--- src/rtl/dynamic_priority_task_picker_core_defines.svh ---
// ----------------------------------------------------------------------------
// Assertion macros for the task picker core
// Each macro checks one property at the rising edge of clk, outside reset.
// ----------------------------------------------------------------------------
`ifndef DYNAMIC_PRIORITY_TASK_PICKER_CORE_DEFINES_SVH
`define DYNAMIC_PRIORITY_TASK_PICKER_CORE_DEFINES_SVH

// The consequent must hold in the same cycle as the antecedent.
`define DPTP_ASSERT_NOW(label, ante, cons, msg) \
	label: assert property (@(posedge clk) disable iff (!arst_n) (ante) |-> (cons)) \
		else $error(msg);

// The consequent must hold in the cycle after the antecedent.
`define DPTP_ASSERT_NEXT(label, ante, cons, msg) \
	label: assert property (@(posedge clk) disable iff (!arst_n) (ante) |=> (cons)) \
		else $error(msg);

`endif

--- src/rtl/dptp_pkg.sv ---
// ----------------------------------------------------------------------------
// dptp_pkg
// Types and constants shared by the task picker modules.
// ----------------------------------------------------------------------------
package dptp_pkg;

	localparam int NUM_SLOTS_DEF = 8;
	localparam int SLOT_W        = 3;
	localparam int TIME_W        = 8;
	localparam int PRIO_W        = 8;

	localparam logic ACT_LOAD = 1'b0;
	localparam logic ACT_TICK = 1'b1;

	typedef struct packed {
		logic              action;
		logic [SLOT_W-1:0] slot;
		logic [TIME_W-1:0] run_time;
		logic [PRIO_W-1:0] start_prio;
	} item_t;

	typedef struct packed {
		logic [TIME_W-1:0] time_left;
		logic [PRIO_W-1:0] prio;
	} slot_entry_t;

	typedef struct packed {
		logic [SLOT_W-1:0] picked_slot;
		logic              picked_valid;
		logic [TIME_W-1:0] time_left;
		logic [PRIO_W-1:0] new_prio;
		logic              finished;
		logic              all_done;
	} result_t;

endpackage

--- src/rtl/dptp_slot_mem.sv ---
// ----------------------------------------------------------------------------
// dptp_slot_mem
// Slot table: priority and remaining time in a memory with registered read,
// ready marks in flip-flops cleared by reset.
// ----------------------------------------------------------------------------
module dptp_slot_mem #(
	parameter int NUM_SLOTS = dptp_pkg::NUM_SLOTS_DEF,
	localparam int AW = $clog2(NUM_SLOTS)
) (
	input  logic                  clk,
	input  logic                  arst_n,
	input  logic [AW-1:0]         rd_addr,
	output dptp_pkg::slot_entry_t rd_data,
	input  logic                  wr_en,
	input  logic [AW-1:0]         wr_addr,
	input  dptp_pkg::slot_entry_t wr_data,
	input  logic                  wr_ready,
	output logic [NUM_SLOTS-1:0]  ready
);
	import dptp_pkg::*;

	slot_entry_t          mem [NUM_SLOTS];
	slot_entry_t          rd_data_q;
	logic [NUM_SLOTS-1:0] ready_q;

	always_ff @(posedge clk) begin
		if (wr_en) begin
			mem[wr_addr] <= wr_data;
		end
		rd_data_q <= mem[rd_addr];
	end

	// Entries that are not ready are never picked, so the memory itself needs no clear.
	always_ff @(posedge clk or negedge arst_n) begin
		if (!arst_n) begin
			ready_q <= '0;
		end else if (wr_en) begin
			ready_q[wr_addr] <= wr_ready;
		end
	end

	assign rd_data = rd_data_q;
	assign ready   = ready_q;

endmodule

--- src/rtl/dptp_seq.sv ---
// ----------------------------------------------------------------------------
// dptp_seq
// Sequencer with one shared priority comparator: on a tick it walks the slot table
// one entry a cycle, keeps the best ready slot, then writes it back; a load writes one slot.
// ----------------------------------------------------------------------------
module dptp_seq #(
	parameter int NUM_SLOTS = dptp_pkg::NUM_SLOTS_DEF,
	localparam int AW = $clog2(NUM_SLOTS),
	localparam int CW = $clog2(NUM_SLOTS + 1)
) (
	input  logic                  clk,
	input  logic                  arst_n,
	input  logic                  item_valid,
	output logic                  item_ready,
	input  dptp_pkg::item_t       item,
	output logic [AW-1:0]         rd_addr,
	input  dptp_pkg::slot_entry_t rd_data,
	input  logic [NUM_SLOTS-1:0]  ready,
	output logic                  wr_en,
	output logic [AW-1:0]         wr_addr,
	output dptp_pkg::slot_entry_t wr_data,
	output logic                  wr_ready,
	output logic                  res_valid,
	input  logic                  res_ready,
	output dptp_pkg::result_t     res
);
	import dptp_pkg::*;

	localparam logic [2:0] ST_IDLE = 3'd0;
	localparam logic [2:0] ST_LOAD = 3'd1;
	localparam logic [2:0] ST_SCAN = 3'd2;
	localparam logic [2:0] ST_WB   = 3'd3;
	localparam logic [2:0] ST_OUT  = 3'd4;
	localparam logic [CW-1:0] K_LAST = CW'(NUM_SLOTS);

	logic [2:0]    state_q;
	logic [CW-1:0] k_q;
	logic          cmp_valid_q;
	logic          found_q;
	item_t         item_q;
	logic [AW-1:0] cmp_idx_q;
	logic [AW-1:0] best_idx_q;
	slot_entry_t   best_q;
	result_t       res_q;

	logic          accept;
	logic          load_in_range;
	logic [31:0]   slot_ext;
	logic [AW-1:0] load_addr;
	logic [31:0]   best_ext;
	logic          take;
	slot_entry_t   tick_entry;
	result_t       res_d;

	assign accept        = item_valid && item_ready;
	assign item_ready    = (state_q == ST_IDLE);
	assign slot_ext      = 32'(item_q.slot);
	assign load_addr     = slot_ext[AW-1:0];
	assign load_in_range = (slot_ext < 32'(NUM_SLOTS));
	assign best_ext      = 32'(best_idx_q);
	assign rd_addr       = k_q[AW-1:0];

	// The shared comparator: the entry read last cycle against the best so far.
	// A strict compare keeps the lowest index on equal priorities.
	assign take = cmp_valid_q && ready[cmp_idx_q] && (!found_q || (rd_data.prio > best_q.prio));

	always_comb begin
		tick_entry.time_left = (best_q.time_left != '0) ? best_q.time_left - TIME_W'(1) : '0;
		tick_entry.prio      = (best_q.prio != '0) ? best_q.prio - PRIO_W'(1) : '0;
	end

	always_comb begin
		wr_en   = 1'b0;
		wr_addr = best_idx_q;
		wr_data = tick_entry;
		if (state_q == ST_LOAD) begin
			wr_en           = load_in_range;
			wr_addr         = load_addr;
			wr_data.time_left = item_q.run_time;
			wr_data.prio    = item_q.start_prio;
		end else if (state_q == ST_WB) begin
			wr_en = found_q;
		end
		wr_ready = (wr_data.time_left != '0);
	end

	always_comb begin
		res_d = '0;
		if (state_q == ST_LOAD) begin
			if (load_in_range) begin
				res_d.picked_slot  = item_q.slot;
				res_d.picked_valid = 1'b1;
				res_d.time_left    = item_q.run_time;
				res_d.new_prio     = item_q.start_prio;
			end
		end else if (found_q) begin
			res_d.picked_slot  = best_ext[SLOT_W-1:0];
			res_d.picked_valid = 1'b1;
			res_d.time_left    = tick_entry.time_left;
			res_d.new_prio     = tick_entry.prio;
			res_d.finished     = (tick_entry.time_left == '0);
		end
	end

	always_comb begin
		res          = res_q;
		res.all_done = ~|ready;
	end
	assign res_valid = (state_q == ST_OUT);

	always_ff @(posedge clk or negedge arst_n) begin
		if (!arst_n) begin
			state_q     <= ST_IDLE;
			k_q         <= '0;
			cmp_valid_q <= 1'b0;
			found_q     <= 1'b0;
		end else begin
			cmp_valid_q <= (state_q == ST_SCAN) && (k_q != K_LAST);
			case (state_q)
				ST_IDLE: begin
					if (accept) begin
						k_q     <= '0;
						found_q <= 1'b0;
						state_q <= (item.action == ACT_TICK) ? ST_SCAN : ST_LOAD;
					end
				end
				ST_LOAD: begin
					state_q <= ST_OUT;
				end
				ST_SCAN: begin
					if (take) begin
						found_q <= 1'b1;
					end
					if (k_q == K_LAST) begin
						state_q <= ST_WB;
					end else begin
						k_q <= k_q + CW'(1);
					end
				end
				ST_WB: begin
					state_q <= ST_OUT;
				end
				ST_OUT: begin
					if (res_ready) begin
						state_q <= ST_IDLE;
					end
				end
				default: begin
					state_q <= ST_IDLE;
				end
			endcase
		end
	end

	always_ff @(posedge clk) begin
		if (accept) begin
			item_q <= item;
		end
		cmp_idx_q <= k_q[AW-1:0];
		if (state_q == ST_SCAN && take) begin
			best_idx_q <= cmp_idx_q;
			best_q     <= rd_data;
		end
		if (state_q == ST_LOAD || state_q == ST_WB) begin
			res_q <= res_d;
		end
	end

endmodule

--- src/rtl/dynamic_priority_task_picker_core.sv ---
// ----------------------------------------------------------------------------
// dynamic_priority_task_picker_core
// Priority task picker: loads task slots and, on each tick, runs the ready
// slot with the highest priority for one time unit.
// ----------------------------------------------------------------------------
//
// Channel  Dir  Signals                      Contents
// s        in   s_tvalid s_tready s_tdata    one load or tick request
//                s_tuser                      action (0 load, 1 tick)
// m        out  m_tvalid m_tready m_tdata    one result per request
//
// A tick scans every slot: the single comparator reads one slot from the
// table memory per cycle. A load writes its slot directly, without a scan.
// One request is worked on at a time.
// Reset clears all ready marks at once; no clearing pass is needed.
// A stalled result waits in the output register while the next request runs.
//
module dynamic_priority_task_picker_core #(
	parameter int NUM_SLOTS = dptp_pkg::NUM_SLOTS_DEF
) (
	input  logic        clk,
	input  logic        arst_n,
	input  logic        s_tvalid,
	output logic        s_tready,
	input  logic [23:0] s_tdata,   // slot[2:0], run_time[10:3], start_priority[18:11], zeros
	input  logic        s_tuser,   // action[0]
	output logic        m_tvalid,
	input  logic        m_tready,
	output logic [23:0] m_tdata    // picked_slot[2:0], picked_valid[3], time_left[11:4],
	                               // new_priority[19:12], finished[20], all_done[21], zeros
);
	import dptp_pkg::*;

	localparam int AW = $clog2(NUM_SLOTS);

	item_t                item;
	logic [AW-1:0]        rd_addr;
	slot_entry_t          rd_data;
	logic [NUM_SLOTS-1:0] ready;
	logic                 wr_en;
	logic [AW-1:0]        wr_addr;
	slot_entry_t          wr_data;
	logic                 wr_ready;
	logic                 res_valid;
	logic                 res_ready;
	result_t              res;
	logic                 m_valid_q;
	result_t              m_data_q;

	assign item.action     = s_tuser;
	assign item.slot       = s_tdata[2:0];
	assign item.run_time   = s_tdata[10:3];
	assign item.start_prio = s_tdata[18:11];

	dptp_slot_mem #(
		.NUM_SLOTS(NUM_SLOTS)
	) u_mem (
		.clk     (clk),
		.arst_n  (arst_n),
		.rd_addr (rd_addr),
		.rd_data (rd_data),
		.wr_en   (wr_en),
		.wr_addr (wr_addr),
		.wr_data (wr_data),
		.wr_ready(wr_ready),
		.ready   (ready)
	);

	dptp_seq #(
		.NUM_SLOTS(NUM_SLOTS)
	) u_seq (
		.clk       (clk),
		.arst_n    (arst_n),
		.item_valid(s_tvalid),
		.item_ready(s_tready),
		.item      (item),
		.rd_addr   (rd_addr),
		.rd_data   (rd_data),
		.ready     (ready),
		.wr_en     (wr_en),
		.wr_addr   (wr_addr),
		.wr_data   (wr_data),
		.wr_ready  (wr_ready),
		.res_valid (res_valid),
		.res_ready (res_ready),
		.res       (res)
	);

	assign res_ready = !m_valid_q || m_tready;

	always_ff @(posedge clk or negedge arst_n) begin
		if (!arst_n) begin
			m_valid_q <= 1'b0;
		end else if (res_valid && res_ready) begin
			m_valid_q <= 1'b1;
		end else if (m_tready) begin
			m_valid_q <= 1'b0;
		end
	end

	always_ff @(posedge clk) begin
		if (res_valid && res_ready) begin
			m_data_q <= res;
		end
	end

	assign m_tvalid = m_valid_q;
	assign m_tdata  = {2'b00, m_data_q.all_done, m_data_q.finished, m_data_q.new_prio,
		m_data_q.time_left, m_data_q.picked_valid, m_data_q.picked_slot};

`include "dynamic_priority_task_picker_core_defines.svh"

	// Every request keeps the block busy for at least the following cycle.
	`DPTP_ASSERT_NEXT(a_busy_after_request, s_tvalid && s_tready, !s_tready, "ready right after a request")
	// A slot that reached zero run time is reported with zero time left.
	`DPTP_ASSERT_NOW(a_finish_zero, m_tvalid && m_tdata[20], m_tdata[3] && m_tdata[11:4] == 8'd0, "finished with time left")
	// A reported slot with time left stays ready, so the table cannot be all done.
	`DPTP_ASSERT_NOW(a_ready_kept, m_tvalid && m_tdata[3] && m_tdata[11:4] != 8'd0, !m_tdata[21], "all done with a live slot")

endmodule
--- config.mk ---
export PLATFORM = sky130hd
export DESIGN_NAME = dynamic_priority_task_picker_core
export DESIGN_NICKNAME = d
export VERILOG_FILES = /design/src/rtl/dptp_pkg.sv /design/src/rtl/dptp_slot_mem.sv /design/src/rtl/dptp_seq.sv /design/src/rtl/dynamic_priority_task_picker_core.sv
export VERILOG_INCLUDE_DIRS = /design/src /design/src/rtl
export SDC_FILE = /design/constraint.sdc
export NUM_CORES = 1
export LEC_CHECK = 0
export ABC_AREA = 1
export BUFFER_PORTS_ARGS = -buffer_cell sky130_fd_sc_hd__buf_4
export CAP_MARGIN = 20
export CORE_MARGIN = 1.5
export CORE_UTILIZATION = 35
export CTS_BUF_LIST = sky130_fd_sc_hd__clkbuf_4
export CTS_CLUSTER_DIAMETER = 200
export CTS_CLUSTER_SIZE = 28
export DETAILED_ROUTE_END_ITERATION = 12
export PLACE_DENSITY = 0.49
export SKIP_LAST_GASP = 1
export SYNTH_ARGS = -nofsm -noshare
export SYNTH_HDL_FRONTEND = slang
export SYNTH_HIERARCHICAL = 1
export SYNTH_SLANG_ARGS = --single-unit
--- constraint.sdc ---
create_clock -name clk -period 4.88 [get_ports clk]
set_input_delay 0.976 -clock clk [delete_from_list [all_inputs] [get_ports clk]]
set_output_delay 0.976 -clock clk [all_outputs]
set_load 0.05 [all_outputs]
=== Word level (Yosys, flattened, before mapping) ===
Memories as Yosys holds them, arrays and structs flattened. A register that Yosys moved wholly into a read port is not among the register bits.
Index checks and enable logic that the tools add are counted.

* Bits in writable memories: 128
* Flip-flop bits (word level): 102
* Memories kept: 1
* Input port bits: 29

{| class="wikitable"
|+ Memories
! memory !! depth !! bits a word !! read ports !! clocked after Yosys merged registers in !! wr ports !! line !! text
|-
| u_mem.mem || 8 || 16 || 1 || 1 || 1 || dptp_slot_mem.sv:22 || <nowiki>slot_entry_t mem [NUM_SLOTS];</nowiki>
|}

* Reduce and logical (&&, ||, !) cells: 26
* Add/sub/neg operators: 3
* Mux-type cells: 29
* Eq/ne operators: 11
* Bitwise logic cells: 1
* Magnitude comparators: 5

{| class="wikitable"
|+ Operators with widths
! operator !! number
|-
| $mux 20 || 2
|-
| $reduce_bool 8->1 || 3
|-
| $mux 21 || 1
|-
| $mux 16 || 1
|-
| $mux 8 || 2
|-
| $sub 8x1->8 const B || 2
|-
| $lt 3x4->1 const B || 3
|-
| $mux 3 || 4
|-
| $pmux 3 s4 || 1
|-
| $mux 1 || 10
|-
| $reduce_and 3->1 || 3
|-
| $bwmux 8 || 1
|-
| $gt 8x8->1 || 1
|-
| $logic_not 8->1 || 1
|-
| $mux 4 || 2
|-
| $pmux 4 s2 || 1
|-
| $reduce_or 8->1 || 1
|-
| $logic_and 1x1->1 || 7
|-
| $eq 3x2->1 const B || 2
|-
| $ne 2x2->1 const B || 3
|-
| $add 4x1->4 const B || 1
|-
| $eq 4x4->1 const B || 1
|-
| $ne 2x1->1 const B || 2
|-
| $ne 4x4->1 const B || 1
|-
| other kinds (13) || 19
|}

=== Depth between registers and ports, before layout ===
Gate-level depths: netlist of run 1.

* Depth in word-level cells: 7
* Gate-level depth with buffers: 13

=== By module ===
Netlist of run 1, hierarchy kept.

{| class="wikitable"
|+ By module, submodules not included
! module !! times used !! area an instance (um^2) !! sequential area each (um^2) !! cells each
|-
| dptp_slot_mem || 1 || 6294.8 || 4364.2 || 620
|-
| dptp_seq || 1 || 3475.8 || 2057.0 || 356
|-
| dynamic_priority_task_picker_core || 1 || 724.4 || 685.7 || 31
|}

=== Least setup slack after synthesis of run 1 ===
No wires, ideal clock.

* Path type: input to register
* Start point: input port m_tready
* End point: register m_data_q (netlist bit m_tdata[0]) (enable)
* Arrival: 2.115 ns
* Library setup time: 0.408 ns
* Stages: 2
* Buffers on the path: 0
* Data required time: 4.472 ns
* Slack: 2.357 ns
* Path through: inv_1 > a21oi_1

* Longest elaborated chain between the ends: 2

{| class="wikitable"
|+ RTL lines
! item !! line !! text
|-
| from (decl) || dynamic_priority_task_picker_core.sv:28 || <nowiki>input logic m_tready,</nowiki>
|-
| $logic_or 1x1->1 || dynamic_priority_task_picker_core.sv:89 || <nowiki>assign res_ready = !m_valid_q || m_tready;</nowiki>
|-
| $logic_and 1x1->1 || dynamic_priority_task_picker_core.sv:102 || <nowiki>if (res_valid && res_ready) begin</nowiki>
|-
| to (signal assigned) || dynamic_priority_task_picker_core.sv:103 || <nowiki>m_data_q <= res;</nowiki>
|-
| to (decl) || dynamic_priority_task_picker_core.sv:48 || <nowiki>result_t m_data_q;</nowiki>
|}

No other way between the ends.
A chain may end at the register's enable or synchronous reset.

=== Final worst setup path of run 1 ===
* Start point: register u_seq.state_q[2]
* End point: memory u_mem/mem[2][6] (netlist name) (enable)

* Elaborated cells between the ends (all ways): 7

{| class="wikitable"
|+ RTL lines
! item !! line !! text
|-
| from (decl) || dptp_seq.sv:36 || <nowiki>logic [2:0] state_q;</nowiki>
|-
| from (signal assigned) || dptp_seq.sv:124 || <nowiki>state_q <= (item.action == ACT_TICK) ? ST_SCAN : ST_LOAD;</nowiki>
|-
| $eq 3x1->1 || dptp_seq.sv:76 || <nowiki>if (state_q == ST_LOAD) begin</nowiki>
|-
| $mux 3 || dptp_seq.sv:76 ||
|-
| via wr_addr[1] || dynamic_priority_task_picker_core.sv:41 || <nowiki>logic [AW-1:0] wr_addr;</nowiki>
|-
| to (decl) || dptp_slot_mem.sv:22 ||
|}

The timed path passes the listed nets, and every way through them passes these cells.

==> results of run 1 <==
## layout make-up
type                       instances  share of cell area (%)
antenna                            1                  0.0220
tap                              390                    4.29
multi-input combinational        530                    21.2
timing repair buffer              60                    3.96
clock buffer                      19                    1.25
inverter                         200                    6.63
clock inverter                     1                  0.0771
sequential                       246                    62.5
## cell usage in the layout, fill, tap and decap left out, drive strengths merged, types with 4 or more instances in the layout
cell type,Yosys,final
nand2,304,304
edfxtp,209,209
inv,200,200
nand3,86,86
buf,31,56
o21ai,48,48
nor2,42,42
clkbuf,1,23
dfxtp,19,19
dfrtp,18,18
ha,14,14
a21oi,13,13
nor3,4,4
nand4,4,4
## how the worst max path moves through the flow
stage / startpoint / end / slack, ns / depth (start not counted)
final: u_seq/state_q[2] / u_mem/mem[2][6] / 1.92 / 9
after global routing: u_seq/state_q[2] / u_mem/mem[3][6] / 1.59 / 9
after CTS: u_seq/state_q[2] / u_mem/mem[3][6] / 1.86 / 9
after detailed placement: u_seq/state_q[2] / u_mem/mem[3][4] / 1.93 / 9
after global placement: u_seq/state_q[2] / u_mem/mem[2][4] / 1.91 / 9
after floorplan: m_tready / m_tdata[0] / 2.36 / 2
## power by group through the flow
stage / Sequential, mW / Clock, mW / Combinational [mW]
global placement: 3.10 / 0 / 1.80
CTS: 3.05 / 0.811 / 1.83
detailed placement: 3.10 / 0 / 1.82
global route: 3.09 / 0.867 / 2.06
floorplan: 3.15 / 0 / 1.22
finish: 3.04 / 0.761 / 1.81
## worst max-delay path, stage by stage, from the launching register on
cell and delay [ns]:
dfrtp_1 0.44, inv_1 0.08, nand2_2 0.11, nor2_8 0.33
inv_4 0.16, o21ai_0 0.51, inv_1 0.08, nor2_1 0.14
nand2_1 0.10, inv_1 0.64
## metal layers
layer / share of wire [%] / GRT usage (%) / vias to the layer above / wire [um]
met1: 45 / 18.9 / 2974 / 9930
met3: 3.4 / 1.83 / 19 / 746
li1: - / - / 3296 / -
met5: 0 / 0 / - / 0
met4: 1.7 / 2.88 / 0 / 372
met2: 49 / 25.5 / 82 / 10800
## sequential cells by signal (all words and copies together) (netlist names)
signal / flops
u_mem/mem: 128
m_tdata: 22
u_seq/res: 21
u_mem/rd_data: 16
u_seq/best_q: 16
u_seq/item_q: 16
u_mem/ready: 8
u_seq/k_q: 4
u_seq/best_idx_q: 3
u_seq/cmp_idx_q: 3
u_seq/load_addr: 3
u_seq/state_q: 3
m_tvalid: 1
u_seq/cmp_valid_q: 1
u_seq/found_q: 1
## logic make-up after synthesis
kind of cell	after synthesis	synth area share [%]
AO/OA/AOI/OAI	68	3.47
XOR/XNOR	1	0.0835
adder cells (fa/ha/maj)	14	1.67
buffers and inverters	232	9.42
flip-flops	246	67.7
other	1	0.0357
AND/OR/NAND/NOR	445	17.6
## per-stage QoR
step | std cells | total power [mW]
global route | 1447 | 6.02
CTS | 1442 | 5.69
detailed placement | 1422 | 4.92
finish | 1447 | 5.61
global placement | 1421 | 4.90
floorplan | 1008 | 4.37
==> metrics.csv, run 1 <==
metric,value,unit
status,completed,
number of global-route vias before repair,6204,
largest area contributor in the netlist,edfxtp_1,
RSZ-0062 raised after global routing,false,
Worst-path clk slew,0.27,ns
Hold Slack,0.117,ns
I/O Buffers,47,
latest clock arrival within the worst-skew pair,0.67,ns
Pleak,5.02,nW
clock group share of total power,13.6,%
Area Growth Syn to Fin,8.30,%
Post-DP HPWL,13500,um
switching power,2.08,mW
sequential-to-total area share from yosys stat,67.7,%
Sequential cell area,0.00711,mm2
design area,0.0114,mm2
DP Area,0.0112,mm2
"Async S/R FF share, synth",7.32,%
post-route ant nets,0,
reg2reg setup slack,1.92,ns
wire per inst,15.1,um
top post-synthesis cells by area,"edfxtp_1 60%, nand2_1 11%, inv_1 7.0%",
PwrDens,493,mW/mm2
Final setup viols,0,
DR iter-0 viols,441,
min-delay worst type,in2async,
Die Ht,176,um
Via density,4.40,
clk sinks,246,
CTS Buf Count,12,
largest net degree at the start of global routing,66,
first-pass GRT wire length,34100,um
# IOs,55,
Final Hold Fails,0,
post-layout util,38.5,%
area of the multi-input gates,0.00241,mm2
setup TNS,0,ns
gr usage total,14.4,%
required time of the critical path,5.19,ns
CP Class,reg2reg,
die span in x,176,um
"top cells by count, synth","301 x nand2_1, 209 x edfxtp_1, 195 x inv_1",
worst slew pin tran,1.05,ns
total grt overflow,0,
initial antenna violation count,1,
Reg2Reg Capture Point,u_mem/mem[2][6],
Reg-to-Reg Start,u_seq/state_q[2],
post-CTS setup buffer count,0,
Max-slew headroom,29.2,%
Peak VDD IR,397,uV
share of the synthesized area in the top cell type,59.8,%
Total Wirelength,21800,um
clock skew,0.0426,ns
fin. max-slew vios,0,
power share of the combinational group,32.2,%
root cell of the clock tree,clkbuf_4,
internal power,3.53,mW
top-count cell post-synth,nand2_1,
crit-path max FO,27,
htree depth,1,
Fmax,338,MHz
drt first pass iters,4,
Maximum Capacitance Violations,0,
drt drc,0,
WP data arrival,3.27,ns
post-layout min period,2.96,ns
Final #Nets,1093,
Post-Synthesis Mean Instance Area,10.4,um2
critical path launch point type,flop,
row count,63,
Syn Inst Count,1007,
layout cells sized above 1,9.47,%
Ys Warns,6,
Seq pwr share,54.2,%
"Top FF cell, synth",edfxtp_1,
slack of the critical path,1.92,ns
synthesized flop and latch total,246,
Tcrit/Tclk final,60.7,%
Post-synth EDFFs,209,
Vias,6371,
Synth cell types,36,
# resized after CTS,0,
clk buf depth,3,
Reg2Reg Depth,9,
Mapped Area,0.0105,mm2
Die Footprint,0.0310,mm2
"Hold-fix buffers, CTS",0,
Fillers,2921,
Sw Share,37.1,%
pre-CTS setup slack,1.93,ns
TritonCTS clock tree,yes,
GP Congestion,0.766,
Crit. End Element,flop,
Core ar.,0.0296,mm2
Initial Utilization,35.5,%
Note: power is estimated with default switching activity, not from simulation.
==> run 2, diff against run 1 <==
ABC_AREA = 0   (was 1)
clock period = 2.87 ns   (was 4.88 ns; I/O delays follow)
==> run 2 against run 1 <==
Against the previous run: sequential power is 71% higher; critical path type unchanged; sequential cell count stayed put; via count is 24% lower; die area is 6.8% lower; sequential share of layout area is 2.1 points higher; hold slack worse by 0.047 ns; clock power is 68% higher; largest cell class unchanged; clock skew is 0.017 ns lower; setup slack worse by 1.7 ns.
==> metrics.csv, run 2 <==
metric,value,unit,change
status,completed,,unchanged
GP Congestion,0.811,,was 0.766
Crit. End Element,flop,,unchanged
Fmax,377,MHz,was 338 MHz
initial antenna violation count,2,,was 1
Reg2Reg Capture Point,u_mem/ready[1],,was u_mem/mem[2][6]
Vias,4838,,"was 6,371"
share of the synthesized area in the top cell type,64.3,%,was 59.8%
RSZ-0062 raised after global routing,false,,unchanged
drt first pass iters,4,,unchanged
Sequential cell area,0.00711,mm2,about the same
CP bufs+invs,1,,was 4
Reg2Reg Depth,7,,was 9
post-CTS setup buffer count,0,,unchanged
# IOs,55,,unchanged
Worst-path clk slew,0.27,ns,about the same
most frequent cells in the layout,"209 x edfxtp_1, 69 x buf_4, 29 x nand2_1",,"was 301 x nand2_1, 209 x edfxtp_1, 195 x inv_1"
Final Hold Fails,0,,unchanged
Largest register FFs,128,,unchanged
"Top FF cell, synth",edfxtp_1,,unchanged
setup TNS,0,ns,unchanged
Max-slew headroom,41.4,%,was 29.2%
Post-Synthesis Mean Instance Area,18.1,um2,was 10.4 um2
clk sinks,246,,unchanged
"top cells by count, synth","209 x edfxtp_1, 29 x nand2_1, 28 x mux2_2, 28 x mux4_1, 26 x o21ai_0",,"was 301 x nand2_1, 209 x edfxtp_1, 195 x inv_1"
largest area contributor in the netlist,edfxtp_1,,unchanged
Critical Path Source,u_seq/best_q[8],,was u_seq/state_q[2]
Worst path slowest cell,edfxtp_1,,was inv_1
Total Wirelength,18700,um,"was 21,800 um"
fin. max-slew vios,0,,unchanged
Core ar.,0.0272,mm2,was 0.0296 mm2
latest clock arrival within the worst-skew pair,0.65,ns,was 0.67 ns
WP data arrival,3.23,ns,was 3.27 ns
largest net degree at the start of global routing,35,,was 66
"most common cell after layout, fill and taps aside",edfxtp_1,,was nand2_1
Largest Register,u_mem/mem,,unchanged
Hold Slack,0.0700,ns,was 0.117 ns
Peak VDD IR,310,uV,was 397 uV
crit-path max FO,8,,was 27
area of the multi-input gates,0.00247,mm2,was 0.00241 mm2
Top Family by Delay on Critical Path,compound AO/OA/AOI/OAI gates,,was buffers and inverters
reg2reg setup slack,0.22,ns,was 1.92 ns
Tcrit/Tclk final,92.5,%,was 60.7%
Pleak,3.82,nW,was 5.02 nW
clock skew,0.0257,ns,was 0.0426 ns
power share of the combinational group,29.3,%,was 32.2%
Fillers,2459,,"was 2,921"
Via density,4.86,,was 4.40
clk buf depth,3,,unchanged
row count,60,,was 63
Ys Warns,6,,unchanged
Crit. path cell count,7,,was 9
Die Ht,170,um,was 176 um
Area Growth Syn to Fin,12.7,%,was 8.30%
number of global-route vias before repair,4927,,"was 6,204"
min-delay worst type,in2reg,,was in2async
Final #Nets,660,,"was 1,093"
Reg-to-Reg Start,u_seq/best_q[8],,was u_seq/state_q[2]
required time of the critical path,3.44,ns,was 5.19 ns
layout cells sized above 1,23.0,%,was 9.47%
worst slew pin tran,0.878,ns,was 1.05 ns
wire per inst,18.7,um,was 15.1 um
TritonCTS clock tree,yes,,unchanged
first-pass GRT wire length,28600,um,"was 34,100 um"
CP Class,reg2reg,,unchanged
PwrDens,835,mW/mm2,was 493 mW/mm2
Post-synth EDFFs,209,,unchanged
synthesized flop and latch total,246,,unchanged
root cell of the clock tree,clkbuf_4,,unchanged
htree depth,1,,unchanged
die span in x,170,um,was 176 um
top-count cell post-synth,edfxtp_1,,was nand2_1
Sw Share,31.5,%,was 37.1%
Die Footprint,0.0289,mm2,was 0.0310 mm2
switching power,2.89,mW,was 2.08 mW
"Async S/R FF share, synth",7.32,%,unchanged
Synth cell types,59,,was 36
I/O Buffers,47,,unchanged
crit path to,u_mem/ready[1],,was u_mem/mem[2][6]
sequential-to-total area share from yosys stat,72.8,%,was 67.7%
internal power,6.29,mW,was 3.53 mW
Maximum Capacitance Violations,0,,unchanged
post-layout min period,2.65,ns,was 2.96 ns
crit-path cells,"inv_1, ha_1, nor3b_4, a22oi_1, a2111oi_0, o221ai_1, mux2_2",,"was inv_1, nand2_2, nor2_8, inv_4, o21ai_0, inv_1, nor2_1, nand2_1, inv_1"
Initial Utilization,35.9,%,was 35.5%
total grt overflow,0,,unchanged
crit-path max cell delay,0.54,ns,was 0.64 ns
post-route ant nets,0,,unchanged
Seq pwr share,56.7,%,was 54.2%
critical path launch point type,flop,,unchanged
top post-synthesis cells by area,"edfxtp_1 64%, mux4_1 7.5%, dfrtp_1 4.6%",,"was edfxtp_1 60%, nand2_1 11%, inv_1 7.0%"
CTS Buf Count,12,,unchanged
clock group share of total power,13.9,%,was 13.6%
Syn Inst Count,539,,"was 1,007"
gr usage total,13.2,%,was 14.4%
drt drc,0,,unchanged
Mapped Area,0.00977,mm2,was 0.0105 mm2
DR iter-0 viols,376,,was 441
Post-DP HPWL,12000,um,"was 13,500 um"
Final setup viols,0,,unchanged
run 2: cell types whose count changed in the layout (fill, tap and decap cells not counted), moves of 13 or more:
| cell | before | now |
|---|---|---|
| o21ai_0 | 45 | 26 |
| mux4_1 | 0 | 28 |
| nand3_1 | 86 | 4 |
| buf_4 | 56 | 69 |
| mux2_2 | 0 | 28 |
| inv_1 | 195 | 23 |
| nand2_1 | 301 | 29 |
| nor2_1 | 36 | 20 |
run 2: cells by family after synthesis:
family	Yosys count	synth area share [%]
adders and majority gates	14	1.79
xor gates and xnor gates	9	0.807
AOI/OAI and AO/OA	58	3.56
muxes	64	12.4
DFF	246	72.8
other	1	0.0384
and+or+nand+nor	102	6.39
buffers and inverters	45	2.28
run 2: area by class of cell:
class	instances	area share, %
sequential	246	64.6
multi-input combinational	249	22.5
timing repair buffer	85	6.53
tap	372	4.23
clock buffer	19	1.30
inverter	23	0.785
clock inverter	1	0.0796
antenna	1	0.0227
run 2: worst min-delay path by stage:
stage	startpoint	to	cells past startpoint
2_1_floorplan	arst_n	m_tvalid	0
5_1_grt	s_tdata[3]	u_seq/item_q[8]	1
3_5_place_dp	u_mem/rd_data[13]	u_seq/best_q[13]	0
6_report	s_tdata[10]	u_seq/item_q[15]	1
4_1_cts	s_tdata[16]	u_seq/item_q[5]	1
3_3_place_gp	u_mem/rd_data[12]	u_seq/best_q[12]	0
run 2: per-layer routing:
layer / up-vias / share of wire, % / wire [um] / global-route usage (%)
met5: - / 0.070 / 13 / 0
li1: 2274 / - / - / -
met3: 21 / 3.3 / 625 / 1.86
met4: 2 / 1.3 / 245 / 2.96
met1: 2439 / 47 / 8830 / 17.8
met2: 102 / 48 / 8950 / 22.5
run 2: timing repair:
| item | 4_1_cts | 5_1_grt |
|---|---|---|
| hold endpoints to repair | 18 | 11 |
| setup endpoints to repair | 0 | 8 |
| resized for setup | 0 | 1 |
| hold buffers | 1 | 11 |
run 2: power groups by stage:
stage	Combinational, mW	Clock [mW]	Sequential (mW)
global route	2.95	1.46	5.28
finish	2.69	1.28	5.21
floorplan	1.69	0	5.38
global placement	2.66	0	5.28
detailed placement	2.71	0	5.30
CTS	2.72	1.37	5.22
run 2: worst reg2reg max path, stage by stage, from the launching register on:
cell	delay (ns)
edfxtp_1	0.54
inv_1	0.12
ha_1	0.18
nor3b_4	0.35
a22oi_1	0.15
a2111oi_0	0.44
o221ai_1	0.41
mux2_2	0.40
run 2: metrics by stage:
stage | power [mW] | cell area (um2) | std cells | utilization, % | setup slack, ns
6_report | 9.18 | 11000 | 996 | 40.5 | 0.216
4_1_cts | 9.31 | 10900 | 984 | 40.1 | 0.139
3_5_place_dp | 8.02 | 10700 | 963 | 39.5 | 0.163
5_1_grt | 9.69 | 11000 | 996 | 40.5 | 0.0316
2_1_floorplan | 7.07 | 9790 | 540 | - | 0.174
3_3_place_gp | 7.94 | 10700 | 963 | 39.5 | 0.285
